File: config.mk
export PLATFORM = sky130hd
export DESIGN_NAME = starfield_projection_step_flat
export DESIGN_NICKNAME = d
export VERILOG_FILES = /design/src/rtl/sfp_pkg.sv /design/src/rtl/sfp_stream_if.sv /design/src/rtl/sfp_star_table.sv /design/src/rtl/sfp_proj_div.sv /design/src/rtl/starfield_projection_step.sv /design/src/flat_wrapper.sv
export SDC_FILE = /design/constraint.sdc
export NUM_CORES = 2
export LEC_CHECK = 0
export BUFFER_PORTS_ARGS = -buffer_cell sky130_fd_sc_hd__buf_2
export CAP_MARGIN = 20
export CORE_MARGIN = 5
export CORE_UTILIZATION = 35
export CTS_CLUSTER_DIAMETER = 30
export CTS_CLUSTER_SIZE = 10
export DETAILED_ROUTE_END_ITERATION = 10
export SYNTH_ARGS = -nofsm -noshare
export SYNTH_HDL_FRONTEND = slang
export SYNTH_HIERARCHICAL = 1
export SYNTH_SLANG_ARGS = --single-unit
File: constraint.sdc
create_clock -name clk_i -period 16.1 [get_ports clk_i]
set_input_delay 0.805 -clock clk_i [delete_from_list [all_inputs] [get_ports clk_i]]
set_output_delay 0.805 -clock clk_i [all_outputs]
set_load 0.02 [all_outputs]
File: src/rtl/sfp_pkg.sv
package sfp_pkg;

  localparam int NUM_STARS_DEF = 64;
  localparam int SCREEN_WIDTH  = 128;
  localparam int SCREEN_HEIGHT = 64;

  localparam int X_W      = $clog2(SCREEN_WIDTH);
  localparam int Y_W      = $clog2(SCREEN_HEIGHT);
  localparam int X_MID_SH = X_W - 1;
  localparam int Y_MID_SH = Y_W - 1;

  localparam int IDX_W      = 6;
  localparam int RAND_W     = 32;
  localparam int POS_W      = 8;
  localparam int DEPTH_W    = 8;
  localparam int ZW         = X_W;
  localparam int SPEED_W    = 4;
  localparam int GAIN_W     = 8;
  localparam int CFG_DATA_W = 8;

  localparam int NUM_W      = POS_W + GAIN_W + 2;
  localparam int MAG_W      = 16;
  localparam int DIV_BITS   = 2;
  localparam int DIV_STAGES = MAG_W / DIV_BITS;

  localparam logic [SPEED_W-1:0] SPEED_RESET = SPEED_W'(3);
  localparam logic [GAIN_W-1:0]  GAIN_RESET  = GAIN_W'(75);

  typedef enum logic [0:0] {
    CFG_SPEED = 1'b0,
    CFG_GAIN  = 1'b1
  } cfg_reg_e;

  typedef struct packed {
    logic [IDX_W-1:0]  star_index;
    logic [RAND_W-1:0] rand_x;
    logic [RAND_W-1:0] rand_y;
    logic [RAND_W-1:0] rand_z;
  } sfp_in_t;

  typedef struct packed {
    logic           visible;
    logic [X_W-1:0] pixel_x;
    logic [Y_W-1:0] pixel_y;
  } sfp_out_t;

  typedef struct packed {
    cfg_reg_e                index;
    logic [CFG_DATA_W-1:0]   value;
  } sfp_cfg_t;

  typedef struct packed {
    logic signed [POS_W-1:0]   x;
    logic signed [POS_W-1:0]   y;
    logic signed [DEPTH_W-1:0] z;
  } star_t;

  typedef struct packed {
    logic             live;
    logic             neg_x;
    logic             neg_y;
    logic [MAG_W-1:0] mag_x;
    logic [MAG_W-1:0] mag_y;
    logic [ZW-1:0]    z;
  } sfp_div_in_t;

  typedef struct packed {
    logic             live;
    logic             neg_x;
    logic             neg_y;
    logic [MAG_W-1:0] q_x;
    logic [MAG_W-1:0] q_y;
  } sfp_div_out_t;

endpackage

File: src/rtl/sfp_stream_if.sv
interface sfp_stream_if #(
  parameter type T = logic
);
  logic valid;
  logic ready;
  T     data;

  modport source (output valid, output data, input ready);
  modport sink (input valid, input data, output ready);
endinterface

File: src/rtl/sfp_star_table.sv
module sfp_star_table import sfp_pkg::*; #(
  parameter int  NUM_STARS = NUM_STARS_DEF,
  localparam int AW        = (NUM_STARS > 1) ? $clog2(NUM_STARS) : 1
) (
  input  logic          clk_i,
  input  logic          rst_ni,
  input  logic          rd_en_i,
  input  logic [AW-1:0] rd_addr_i,
  output star_t         rd_data_o,
  input  logic          wr_en_i,
  input  logic [AW-1:0] wr_addr_i,
  input  star_t         wr_data_i
);

  star_t                mem_q [NUM_STARS];
  logic [NUM_STARS-1:0] vld_q;
  star_t                rd_mem_q;
  star_t                fwd_q;
  logic                 rd_vld_q;
  logic                 fwd_hit_q;

  always_ff @(posedge clk_i) begin
    if (wr_en_i) begin
      mem_q[wr_addr_i] <= wr_data_i;
    end
    if (rd_en_i) begin
      rd_mem_q <= mem_q[rd_addr_i];
      fwd_q    <= wr_data_i;
    end
  end

  // entries never written read as zero
  always_ff @(posedge clk_i or negedge rst_ni) begin
    if (!rst_ni) begin
      vld_q     <= '0;
      rd_vld_q  <= 1'b0;
      fwd_hit_q <= 1'b0;
    end else begin
      if (wr_en_i) begin
        vld_q[wr_addr_i] <= 1'b1;
      end
      if (rd_en_i) begin
        rd_vld_q  <= vld_q[rd_addr_i];
        fwd_hit_q <= wr_en_i && (wr_addr_i == rd_addr_i);
      end
    end
  end

  assign rd_data_o = fwd_hit_q ? fwd_q : (rd_vld_q ? rd_mem_q : '0);

`ifndef SYNTHESIS
  a_fwd_same_entry: assert property (@(posedge clk_i) disable iff (!rst_ni)
    rd_en_i && wr_en_i && (rd_addr_i == wr_addr_i) |=> rd_data_o == $past(wr_data_i))
    else $error("write on the read edge not forwarded");

  a_written_valid: assert property (@(posedge clk_i) disable iff (!rst_ni)
    wr_en_i |=> vld_q[$past(wr_addr_i)])
    else $error("written entry not marked valid");
`endif

endmodule

File: src/rtl/sfp_proj_div.sv
module sfp_proj_div import sfp_pkg::*; (
  input  logic         clk_i,
  input  logic         rst_ni,
  input  logic         in_valid_i,
  output logic         in_ready_o,
  input  sfp_div_in_t  in_data_i,
  output logic         out_valid_o,
  input  logic         out_ready_i,
  output sfp_div_out_t out_data_o
);

  typedef struct packed {
    logic             live;
    logic             neg_x;
    logic             neg_y;
    logic [ZW-1:0]    z;
    logic [ZW-1:0]    rem_x;
    logic [ZW-1:0]    rem_y;
    logic [MAG_W-1:0] dq_x;
    logic [MAG_W-1:0] dq_y;
  } div_stage_t;

  // restoring division, quotient bits shift in where dividend bits leave
  function automatic div_stage_t div_steps(div_stage_t s);
    div_stage_t  r;
    logic [ZW:0] tx;
    logic [ZW:0] ty;
    r = s;
    for (int b = 0; b < DIV_BITS; b++) begin
      tx     = {r.rem_x, r.dq_x[MAG_W-1]};
      ty     = {r.rem_y, r.dq_y[MAG_W-1]};
      r.dq_x = {r.dq_x[MAG_W-2:0], 1'b0};
      r.dq_y = {r.dq_y[MAG_W-2:0], 1'b0};
      if (tx >= {1'b0, r.z}) begin
        tx        = tx - {1'b0, r.z};
        r.dq_x[0] = 1'b1;
      end
      if (ty >= {1'b0, r.z}) begin
        ty        = ty - {1'b0, r.z};
        r.dq_y[0] = 1'b1;
      end
      r.rem_x = tx[ZW-1:0];
      r.rem_y = ty[ZW-1:0];
    end
    return r;
  endfunction

  localparam int LAST = DIV_STAGES - 1;

  div_stage_t              stage_q  [DIV_STAGES];
  div_stage_t              step_in  [DIV_STAGES];
  div_stage_t              step_out [DIV_STAGES];
  logic [DIV_STAGES-1:0]   valid_q;
  logic [DIV_STAGES-1:0]   prev_v;
  logic [DIV_STAGES:0]     rdy;

  always_comb begin
    rdy[DIV_STAGES] = out_ready_i;
    for (int k = DIV_STAGES - 1; k >= 0; k--) begin
      rdy[k] = !valid_q[k] || rdy[k+1];
    end
  end

  assign prev_v = {valid_q[DIV_STAGES-2:0], in_valid_i};

  always_comb begin
    step_in[0].live  = in_data_i.live;
    step_in[0].neg_x = in_data_i.neg_x;
    step_in[0].neg_y = in_data_i.neg_y;
    step_in[0].z     = in_data_i.z;
    step_in[0].rem_x = '0;
    step_in[0].rem_y = '0;
    step_in[0].dq_x  = in_data_i.mag_x;
    step_in[0].dq_y  = in_data_i.mag_y;
    for (int k = 1; k < DIV_STAGES; k++) begin
      step_in[k] = stage_q[k-1];
    end
    for (int k = 0; k < DIV_STAGES; k++) begin
      step_out[k] = div_steps(step_in[k]);
    end
  end

  always_ff @(posedge clk_i or negedge rst_ni) begin
    if (!rst_ni) begin
      valid_q <= '0;
    end else begin
      for (int k = 0; k < DIV_STAGES; k++) begin
        if (rdy[k]) begin
          valid_q[k] <= prev_v[k];
        end
      end
    end
  end

  always_ff @(posedge clk_i) begin
    for (int k = 0; k < DIV_STAGES; k++) begin
      if (rdy[k] && prev_v[k]) begin
        stage_q[k] <= step_out[k];
      end
    end
  end

  assign in_ready_o       = rdy[0];
  assign out_valid_o      = valid_q[LAST];
  assign out_data_o.live  = stage_q[LAST].live;
  assign out_data_o.neg_x = stage_q[LAST].neg_x;
  assign out_data_o.neg_y = stage_q[LAST].neg_y;
  assign out_data_o.q_x   = stage_q[LAST].dq_x;
  assign out_data_o.q_y   = stage_q[LAST].dq_y;

`ifndef SYNTHESIS
  a_rem_below_divisor: assert property (@(posedge clk_i) disable iff (!rst_ni)
    valid_q[LAST] && stage_q[LAST].live |->
      (stage_q[LAST].rem_x < stage_q[LAST].z) && (stage_q[LAST].rem_y < stage_q[LAST].z))
    else $error("division remainder not below divisor");
`endif

endmodule

File: src/rtl/starfield_projection_step.sv
// Starfield projection: keeps a table of stars and, for each input beat,
// moves the named star toward the viewer and projects it onto the screen.
// in_if carries star_index and three random words (used only on respawn),
// out_if returns visible, pixel_x and pixel_y, one result beat per input.
// cfg_if writes speed (index 0) or focal_gain (index 1); it is always ready
// and must only be written while no item is in flight.
// An item passes stages 1 to 3, the divider and the result register; one
// item is taken every cycle while out_if is not stalled. The rate rests on
// the star table: a read port and a separate write port with a registered
// read, and a write on the same edge as a read of the same star is forwarded.
// The projection quotient comes from an 8-stage divider, two bits a stage.
// Reset clears the configuration to speed 3 and gain 75, and marks every
// star as zero through per-entry valid bits, so items are taken right away.
// When out_if stalls, the result register holds, the pipeline fills behind
// it and in_if ready drops once every stage holds an item.
module starfield_projection_step import sfp_pkg::*; #(
  parameter int NUM_STARS = NUM_STARS_DEF
) (
  input logic         clk_i,
  input logic         rst_ni,
  sfp_stream_if.sink   in_if,
  sfp_stream_if.source out_if,
  sfp_stream_if.sink   cfg_if
);

  localparam int AW = (NUM_STARS > 1) ? $clog2(NUM_STARS) : 1;

  // configuration
  logic [SPEED_W-1:0] speed_q;
  logic [GAIN_W-1:0]  gain_q;

  assign cfg_if.ready = 1'b1;

  always_ff @(posedge clk_i or negedge rst_ni) begin
    if (!rst_ni) begin
      speed_q <= SPEED_RESET;
      gain_q  <= GAIN_RESET;
    end else if (cfg_if.valid) begin
      unique case (cfg_if.data.index)
        CFG_SPEED: speed_q <= cfg_if.data.value[SPEED_W-1:0];
        CFG_GAIN:  gain_q  <= cfg_if.data.value[GAIN_W-1:0];
        default:   ;
      endcase
    end
  end

  // pipeline handshake
  logic s1_valid_q, s2_valid_q, s3_valid_q, out_valid_q;
  logic s1_ready, s2_ready, s3_ready, out_ready;
  logic div_in_ready, div_out_valid;
  logic in_fire;

  assign out_ready = !out_valid_q || out_if.ready;
  assign s3_ready  = !s3_valid_q || div_in_ready;
  assign s2_ready  = !s2_valid_q || s3_ready;
  assign s1_ready  = !s1_valid_q || s2_ready;
  assign in_if.ready = s1_ready;
  assign in_fire   = in_if.valid && s1_ready;

  // stage 1: table read returns, update and write back
  logic           s1_in_range_q;
  logic [AW-1:0]  s1_addr_q;
  logic [X_W-1:0] s1_rx_q;
  logic [Y_W-1:0] s1_ry_q;
  logic [ZW-1:0]  s1_rz_q;

  star_t tbl_rd_data;
  star_t tbl_wr_data;
  logic  tbl_wr_en;

  logic signed [DEPTH_W:0] z_dec;
  logic                    respawn;

  sfp_star_table #(
    .NUM_STARS (NUM_STARS)
  ) u_table (
    .clk_i     (clk_i),
    .rst_ni    (rst_ni),
    .rd_en_i   (in_fire),
    .rd_addr_i (AW'(in_if.data.star_index)),
    .rd_data_o (tbl_rd_data),
    .wr_en_i   (tbl_wr_en),
    .wr_addr_i (s1_addr_q),
    .wr_data_i (tbl_wr_data)
  );

  always_comb begin
    z_dec   = (DEPTH_W + 1)'(tbl_rd_data.z) - (DEPTH_W + 1)'({1'b0, speed_q});
    respawn = z_dec[DEPTH_W] || (z_dec == '0);
    if (respawn) begin
      tbl_wr_data.x = POS_W'(s1_rx_q) - POS_W'(SCREEN_WIDTH / 2);
      tbl_wr_data.y = POS_W'(s1_ry_q) - POS_W'(SCREEN_HEIGHT / 2);
      tbl_wr_data.z = DEPTH_W'(s1_rz_q);
    end else begin
      tbl_wr_data.x = tbl_rd_data.x;
      tbl_wr_data.y = tbl_rd_data.y;
      tbl_wr_data.z = z_dec[DEPTH_W-1:0];
    end
  end

  assign tbl_wr_en = s1_valid_q && s2_ready && s1_in_range_q;

  always_ff @(posedge clk_i) begin
    if (in_fire) begin
      s1_in_range_q <= 32'(in_if.data.star_index) < NUM_STARS;
      s1_addr_q     <= AW'(in_if.data.star_index);
      s1_rx_q       <= in_if.data.rand_x[X_W-1:0];
      s1_ry_q       <= in_if.data.rand_y[Y_W-1:0];
      s1_rz_q       <= in_if.data.rand_z[ZW-1:0];
    end
  end

  // stage 2: updated star
  logic  s2_in_range_q;
  star_t s2_star_q;

  always_ff @(posedge clk_i) begin
    if (s1_valid_q && s2_ready) begin
      s2_in_range_q <= s1_in_range_q;
      s2_star_q     <= tbl_wr_data;
    end
  end

  // stage 3: numerators, sign and magnitude for the divider
  logic signed [POS_W+GAIN_W:0] prod_x, prod_y;
  logic        [NUM_W-1:0]      num_x, num_y;
  logic        [ZW-1:0]         z_u;
  sfp_div_in_t                  div_in_d;
  sfp_div_in_t                  s3_div_q;

  always_comb begin
    z_u    = s2_star_q.z[ZW-1:0];
    prod_x = s2_star_q.x * $signed({1'b0, gain_q});
    prod_y = s2_star_q.y * $signed({1'b0, gain_q});
    num_x  = NUM_W'(prod_x) + (NUM_W'(z_u) << X_MID_SH);
    num_y  = NUM_W'(prod_y) + (NUM_W'(z_u) << Y_MID_SH);
    div_in_d.live  = s2_in_range_q && (s2_star_q.z != '0);
    div_in_d.neg_x = num_x[NUM_W-1];
    div_in_d.neg_y = num_y[NUM_W-1];
    div_in_d.mag_x = num_x[NUM_W-1] ? MAG_W'(-num_x) : MAG_W'(num_x);
    div_in_d.mag_y = num_y[NUM_W-1] ? MAG_W'(-num_y) : MAG_W'(num_y);
    div_in_d.z     = z_u;
  end

  always_ff @(posedge clk_i) begin
    if (s2_valid_q && s3_ready) begin
      s3_div_q <= div_in_d;
    end
  end

  sfp_div_out_t div_out;

  sfp_proj_div u_div (
    .clk_i       (clk_i),
    .rst_ni      (rst_ni),
    .in_valid_i  (s3_valid_q),
    .in_ready_o  (div_in_ready),
    .in_data_i   (s3_div_q),
    .out_valid_o (div_out_valid),
    .out_ready_i (out_ready),
    .out_data_o  (div_out)
  );

  // result register
  logic     vis_x, vis_y;
  sfp_out_t out_d;
  sfp_out_t out_q;

  always_comb begin
    // truncation toward zero: a negative numerator lands on column 0 only when |num| < z
    vis_x = div_out.neg_x ? (div_out.q_x == '0) : (div_out.q_x < MAG_W'(SCREEN_WIDTH));
    vis_y = div_out.neg_y ? (div_out.q_y == '0) : (div_out.q_y < MAG_W'(SCREEN_HEIGHT));
    out_d.visible = div_out.live && vis_x && vis_y;
    out_d.pixel_x = (out_d.visible && !div_out.neg_x) ? div_out.q_x[X_W-1:0] : '0;
    out_d.pixel_y = (out_d.visible && !div_out.neg_y) ? div_out.q_y[Y_W-1:0] : '0;
  end

  always_ff @(posedge clk_i) begin
    if (div_out_valid && out_ready) begin
      out_q <= out_d;
    end
  end

  always_ff @(posedge clk_i or negedge rst_ni) begin
    if (!rst_ni) begin
      s1_valid_q  <= 1'b0;
      s2_valid_q  <= 1'b0;
      s3_valid_q  <= 1'b0;
      out_valid_q <= 1'b0;
    end else begin
      if (s1_ready) begin
        s1_valid_q <= in_if.valid;
      end
      if (s2_ready) begin
        s2_valid_q <= s1_valid_q;
      end
      if (s3_ready) begin
        s3_valid_q <= s2_valid_q;
      end
      if (out_ready) begin
        out_valid_q <= div_out_valid;
      end
    end
  end

  assign out_if.valid = out_valid_q;
  assign out_if.data  = out_q;

`ifndef SYNTHESIS
  a_stall_needs_item: assert property (@(posedge clk_i) disable iff (!rst_ni)
    !in_if.ready |-> s1_valid_q && s2_valid_q && s3_valid_q)
    else $error("input stalled with an empty front stage");

  a_depth_stored_nonneg: assert property (@(posedge clk_i) disable iff (!rst_ni)
    tbl_wr_en |-> !tbl_wr_data.z[DEPTH_W-1])
    else $error("negative depth written to star table");

  a_hidden_pixel_zero: assert property (@(posedge clk_i) disable iff (!rst_ni)
    out_if.valid && !out_if.data.visible |->
      (out_if.data.pixel_x == '0) && (out_if.data.pixel_y == '0))
    else $error("hidden result carries a nonzero pixel");
`endif

endmodule

File: src/flat_wrapper.sv
// flat-port wrapper written by rule: the top's interface ports become plain ports
module starfield_projection_step_flat import sfp_pkg::*;
#(
  parameter int NUM_STARS = NUM_STARS_DEF
)
  (clk_i, rst_ni, in_if_valid, in_if_data, in_if_ready, out_if_valid, out_if_data, out_if_ready, cfg_if_valid, cfg_if_data, cfg_if_ready);
  sfp_stream_if #(.T(sfp_in_t)) in_if_i ();
  sfp_stream_if #(.T(sfp_out_t)) out_if_i ();
  sfp_stream_if #(.T(sfp_cfg_t)) cfg_if_i ();
  input logic clk_i;
  input logic rst_ni;
  input wire logic [$bits(in_if_i.valid)-1:0] in_if_valid;
  input wire logic [$bits(in_if_i.data)-1:0] in_if_data;
  output wire logic [$bits(in_if_i.ready)-1:0] in_if_ready;
  output wire logic [$bits(out_if_i.valid)-1:0] out_if_valid;
  output wire logic [$bits(out_if_i.data)-1:0] out_if_data;
  input wire logic [$bits(out_if_i.ready)-1:0] out_if_ready;
  input wire logic [$bits(cfg_if_i.valid)-1:0] cfg_if_valid;
  input wire logic [$bits(cfg_if_i.data)-1:0] cfg_if_data;
  output wire logic [$bits(cfg_if_i.ready)-1:0] cfg_if_ready;
  assign in_if_i.valid = in_if_valid;
  assign in_if_i.data = in_if_data;
  assign in_if_ready = in_if_i.ready;
  assign out_if_valid = out_if_i.valid;
  assign out_if_data = out_if_i.data;
  assign out_if_i.ready = out_if_ready;
  assign cfg_if_i.valid = cfg_if_valid;
  assign cfg_if_i.data = cfg_if_data;
  assign cfg_if_ready = cfg_if_i.ready;
  starfield_projection_step #(.NUM_STARS(NUM_STARS)) u_core (.clk_i(clk_i), .rst_ni(rst_ni), .in_if(in_if_i), .out_if(out_if_i), .cfg_if(cfg_if_i));
endmodule
Word-level counts from Yosys, hierarchy flattened
Memory sizes are Yosys's and may differ from the RTL's. A register that Yosys moved wholly into a read port is not among the register bits.
Index checks and enable logic that the tools add are counted.
{"block": "totals", "register_bits": 220, "latchBits": 0, "ramBits": 1984, "rom_bits": 0, "wordCells": 263, "mem_count": 2}
{"block": "op_classes", "n_addsub": 39, "n_mul": 2, "n_div": 0, "order_cmp": 37, "eq_ne": 1, "n_shift": 0, "mux": 93, "bitwise": 2, "reduce_logical": 51}
{"name": "u_core.u_table.mem_q", "words": 64, "word_bits": 24, "read_ports": 1, "rd_clocked_by_memory_dff": 1, "write_ports": 1, "line": "sfp_star_table.sv:15", "source": "star_t mem_q [NUM_STARS];"}
{"name": "u_core.u_div.stage_q", "words": 8, "word_bits": 56, "read_ports": 8, "rd_clocked_by_memory_dff": 0, "write_ports": 8, "line": "sfp_proj_div.sv:50", "source": "div_stage_t stage_q [DIV_STAGES];"}
{"operator": "8-bit by 7-bit >= comparator with 1-bit output", "count": 30}
{"operator": "7-bit 2-to-1 mux", "count": 32}
{"operator": "7-bit subtractor", "count": 30}
{"operator": "24-bit 2-to-1 mux", "count": 3}
{"operator": "64-bit OR", "count": 1}
{"operator": "1-bit 2-to-1 mux", "count": 54}
{"operator": "8-bit by 9-bit multiplier with 17-bit output", "count": 2}
{"operator": "16-bit zero test", "count": 2}
{"operator": "16-bit 2-to-1 mux", "count": 2}
{"operator": "16-bit negator", "count": 2}
{"operator": "17-bit by 13-bit adder with 18-bit output", "count": 1}
{"operator": "17-bit by 14-bit adder with 18-bit output", "count": 1}
{"operator": "1-bit logical AND", "count": 18}
{"operator": "16-bit by 7-bit < comparator with 1-bit output (second input constant)", "count": 1}
{"operator": "16-bit by 8-bit < comparator with 1-bit output (second input constant)", "count": 1}
{"operator": "1-bit by 7-bit >= comparator with 1-bit output", "count": 2}
{"operator": "1-bit zero test", "count": 14}
{"operator": "6-bit by 7-bit < comparator with 1-bit output (second input constant)", "count": 2}
{"operator": "1-bit by 7-bit subtractor with 7-bit output", "count": 2}
{"operator": "1-bit logical OR", "count": 13}
{"operator": "9-bit zero test", "count": 1}
{"operator": "8-bit by 5-bit subtractor with 9-bit output", "count": 1}
{"operator": "8-bit nonzero test", "count": 1}
{"operator": "7-bit by 7-bit subtractor with 8-bit output (second input constant)", "count": 1}
{"operator": "7 further kinds", "count": 8}

Longest topological paths before layout
{"block": "depth", "ltp_word": 15, "ltp_mapped": 19, "ltp_nobuf": 18}

Modules after synthesis
The synthesis kept the hierarchy.
{"module": "sfp_star_table", "instances": 1, "cells_per_inst": 2772, "area_per_inst_um2": 62446.1, "seq_area_each_um2": 49217.2}
{"module": "sfp_proj_div", "instances": 1, "cells_per_inst": 2013, "area_per_inst_um2": 24461.0, "seq_area_each_um2": 13022.5}
{"module": "starfield_projection_step", "instances": 1, "cells_per_inst": 887, "area_per_inst_um2": 10094.7, "seq_area_each_um2": 3590.9}

Worst setup path after synthesis
OpenSTA, ideal clock, no wires.
{"block": "synth_path", "path_kind": "reg-to-reg", "from": "register u_core.u_table.fwd_hit_q", "to": "register u_core/s2_star_q[7] (netlist name), data pin", "setup_ps": 1318, "arrival_ps": 8681, "required_time_ps": 14782, "path_slack_ps": 6101, "path_stages_with_launch": 16, "path_buffers": 4, "cell_sequence": "dfrtp_1 > clkbuf_1 > nor2b_1 > clkbuf_1 > a22o_1 > inv_1 > ha_1 > fa_1 > nor2b_1 > o21ai_0 > nand2b_1 > xor2_1 > a211o_1 > buf_2 > buf_4 > a2111oi_0"}
{"item": "start, declared", "line": "sfp_star_table.sv:20", "source": "logic fwd_hit_q;"}
{"item": "start signal, assigned", "line": "sfp_star_table.sv:44", "source": "fwd_hit_q <= wr_en_i && (wr_addr_i == rd_addr_i);"}
{"item": "end signal, assigned", "line": "starfield_projection_step.sv:120", "source": "s2_star_q <= tbl_wr_data;"}
{"item": "end, declared", "line": "starfield_projection_step.sv:115", "source": "star_t s2_star_q;"}

==> impl_results.md <==
- Per-instance average area after synthesis: 17.1 µm²
- Cts bufs inserted: 388
- Slowest cell on the critical path: dfrtp_1
- Global-route wire length before repair: 346 mm
- Flip-flop and latch count after synthesis: 2207
- First DRT Iteration DRCs: 3970
- Maximum root-to-sink buffer count: 4
- Required time worst endpoint: 16.65 ns
- Post-CTS setup buffers: 0
- Fin crit share: 36.9%
- Die ar.: 288000 µm²
- Achievable frequency: 168 MHz
- Synth Cell Area: 97000 µm²
- Total congestion overflow: 0
- Maximum number of pins on one net before global-route repair: 100
- Floorplan Core Area: 276000 µm²
- Pre-antenna DRT Iters: 5
- Number of slew-limit violations in the final report: 0
- Final cell area excluding filler cells: 115000 µm²
- Highest fanout seen on the critical path: 17
- Adder and majority gate portion of the synthesized area: 6.62%
- Capturing element type of the critical path: flop
- Number of primary I/O pins: 133
- Most common library cell in the layout ignoring fill and taps: edfxtp_1
- Max transition margin: 27.8%
- Total cell area at the placement stage: 102000 µm²
- Number of instances in the synthesized netlist: 5672
- Via count of the first global-routing pass: 54400
- Yosys top cell area share: 65.5%
- Via count: 52500
- Remaining antenna violation count: 0
- Data arrival time at the worst-slack endpoint: 6.49 ns
- Worst path buffer plus inverter count: 3
- Max-cap violations: 0
- Number of setup violations in the final report: 0
- Total routing usage reported by global routing: 15.9%
- Power density relative to cell area: 199 nW/µm²
- Tot Pwr: 0.0230 W
- Largest family of logic cells by synthesized area: multiplexers
- Floorplan die height: 536 µm
- Clock Sinks: 2207
- Worst hold slack across all endpoints: 0.104 ns
- Placed insts: 9344
- Starting density of the core: 35.1%
- Avg WL per Cell: 23.1 µm
- Count of synthesis-stage warnings from yosys: 6
- Filler-free cell count of the finished design: 10100
- Resized Gates After CTS: 0
- Total Neg Setup Slack: 0 ns
- Hold Crit Depth: 1
- Critical Path Most Common Cell: fa_1
- CTS tree: built
- Maximum vdd drop: 0.266 mV
- Final period demand of the worst path: 5.94 ns
- Dominant cells by area after synthesis: edfxtp_1 (66%), mux4_2 (9.1%), ha_1 (4.2%), fa_1 (2.4%), dfrtp_1 (2.2%)
- Number of fill cells: 24300
- Slowest Stage Delay on Critical Path: 0.78 ns
- Number of antenna violations at the first check in global routing: 23
- Count of nets after finishing: 6592
- Unique cell type count in the Yosys netlist: 90
- Count of flip-flops with a built-in enable after synthesis: 2117
- LEAKAGE: 40.4 nW
- Slew @ Worst Pin: 1.06 ns
- Count of input and output buffers: 55
- Aggregate routed wire length: 233 mm
- Compound-Gate Fraction of Synth Area: 5.41%
- Total half-perimeter wirelength after legalization and detailed placement: 141 mm
- Share of cell area taken by muxes after synthesis: 11.1%
- DRC errors left: 0
- Width of the chip: 536 µm
- Area growth from synthesis to layout: 19.0%
- Class of the tightest hold or removal check: in2reg
- Post-synthesis sequential area ratio: 67.9%
- Fraction of registers with async set/reset: 4.08%
- Kind of start point of the critical path: flop
- WS Path Type: reg2reg
- Synth Area in Simple Gates: 5.77%
- Post-synthesis xor/xnor area fraction: 0.903%
- Row count: 193
- RSZ-0062 raised after global routing: false
- GP Congestion: 0.861
- Endpoints failing hold: 0
- Post-DR vias/cell: 5.22
- Family with the most delay on the worst path: adder cells
- Cell-by-cell trace of the critical path: nand2_1 > fa_1 > inv_1 > fa_1 > inv_1 > fa_1 > inv_1 > fa_1 > ha_1 > ha_1 > a211oi_1 > or4b_2 > nand3_1 > or2_1 > or3_4 > o31ai_4 > xnor2_1
- Share of final-layout standard cells stronger than drive strength 1: 24.3%
- Synthesized net count: 6231
- Number of H-tree levels: 5
- R2R cell count: 17
- Number of hold buffers added after CTS: 1
- Setup skew after layout: 0.112 ns
- CTS root buffer: clkbuf_16
- Dominant register cell in the synthesized netlist: edfxtp_1
- Commonest cells after routing, fill and taps aside: edfxtp_1 (2117), mux4_2 (392), clkbuf_16 (388), ha_1 (326), inv_1 (319)
- Worst-skew pair later-pin latency: 0.90 ns
- Clock slew at reported path FFs: 0.05 ns
- Result of the run: complete, no violations
- Top cell type by total area after synthesis: edfxtp_1
- Worst path depth: 17
flip-flops by register name, indices dropped and copies added (netlist names), 8 cells and up:
register	count
u_core/u_table/vld_q	64
u_core/s3_div_q	42
u_core/out_if.data	14
u_core/u_table/mem_q	1536
u_core/u_div/valid_q	8
u_core/u_table/fwd_q	24
u_core/gain_q	8
u_core/s2_star_q	17
u_core/u_div/stage_q	427
u_core/u_table/rd_mem_q	24
power breakdown:
| part | total (W) | switching [W] | internal [W] | leakage, nW |
|---|---|---|---|---|
| clock network | 0.00801 | 0.00285 | 0.00517 | 6.24 |
| registers | 0.00786 | 0.000296 | 0.00756 | 20.7 |
| logic | 0.00711 | 0.00414 | 0.00297 | 13.4 |
final cells by class:
| type | count | area, µm² | area share (%) |
|---|---|---|---|
| antenna | 10 | 25.0 | 0.0217 |
| multi-input combinational | 2921 | 29200 | 25.3 |
| sequential | 2207 | 65800 | 57.0 |
| clock inverter | 285 | 3170 | 2.75 |
| tap | 3705 | 4640 | 4.02 |
| clock buffer | 428 | 9870 | 8.55 |
| timing repair buffer | 195 | 1460 | 1.26 |
| inverter | 320 | 1200 | 1.04 |
synthesized netlist by cell type (8+ instances only):
cell         n
edfxtp_1  2117
mux4_2     392
ha_1       326
inv_1      319
nor2_1     225
a22oi_1    197
nand2_1    156
o21ai_0    156
nand3_1    136
fa_1       117
clkbuf_1   105
and2_1     104
mux2_2     103
a21oi_1     98
or2_2       85
dfrtp_1     84
nor2b_1     81
xnor2_1     75
mux2i_1     68
nand2b_1    58
nor3_1      52
buf_2       50
buf_4       47
a211oi_1    39
o21a_1      35
nand4_1     34
a21o_1      30
xor2_1      25
a22o_1      24
o31ai_1     23
and4_1      21
o211ai_1    21
a31oi_1     20
buf_1       20
nor3b_1     20
and3_1      19
o31a_1      16
a211o_1     14
a21boi_0    10
nand3b_1    10
nor4_1      10
or3_1       10
o311ai_0     8
stage by stage:
step,setup WS [ns],utilization (%)
finish,10.16,41.8
global placement,10.19,37.0
detailed placement,10.13,37.0
floorplan,6.10,-
CTS,10.10,41.7
global route,9.83,41.8
per-layer routing:
layer | part of all wire [%] | up-vias | wire length [µm] | GRT usage, %
met3 | 6.4 | 423 | 14900 | 2.95
li1 | - | 23200 | - | -
met2 | 49 | 1646 | 115000 | 26.8
met1 | 41 | 27300 | 95300 | 20.7
met5 | 0.029 | - | 68 | 0
met4 | 3.3 | 10 | 7660 | 5.46
kinds of logic (layout without fill, tap and decap cells):
group,count (synthesis),after routing
simple gates,1056,1056
fa+ha+maj,443,443
other cells,1,11
flops,2207,2207
compound gates,754,754
xor+xnor,100,100
mux,567,567
buf+inv,544,1228
path summary, 6_finish.rpt:
path                                           from  slack (ns)                          to
worst max-delay path               u_core/gain_q[5]       10.16         u_core/s3_div_q[22]
worst min register to register  u_core/s3_div_q[14]        0.37  u_core/u_div/stage_q[0][9]
max in group asynchronous                    rst_ni       14.28     u_core/u_table/vld_q[6]
min in group asynchronous                    rst_ni        0.50         u_core/out_if.valid
worst max register to register     u_core/gain_q[5]       10.16         u_core/s3_div_q[22]
worst min-delay path                 in_if_data[34]        0.10           u_core/s1_ry_q[2]
Power figures use the tool's default switching activity.
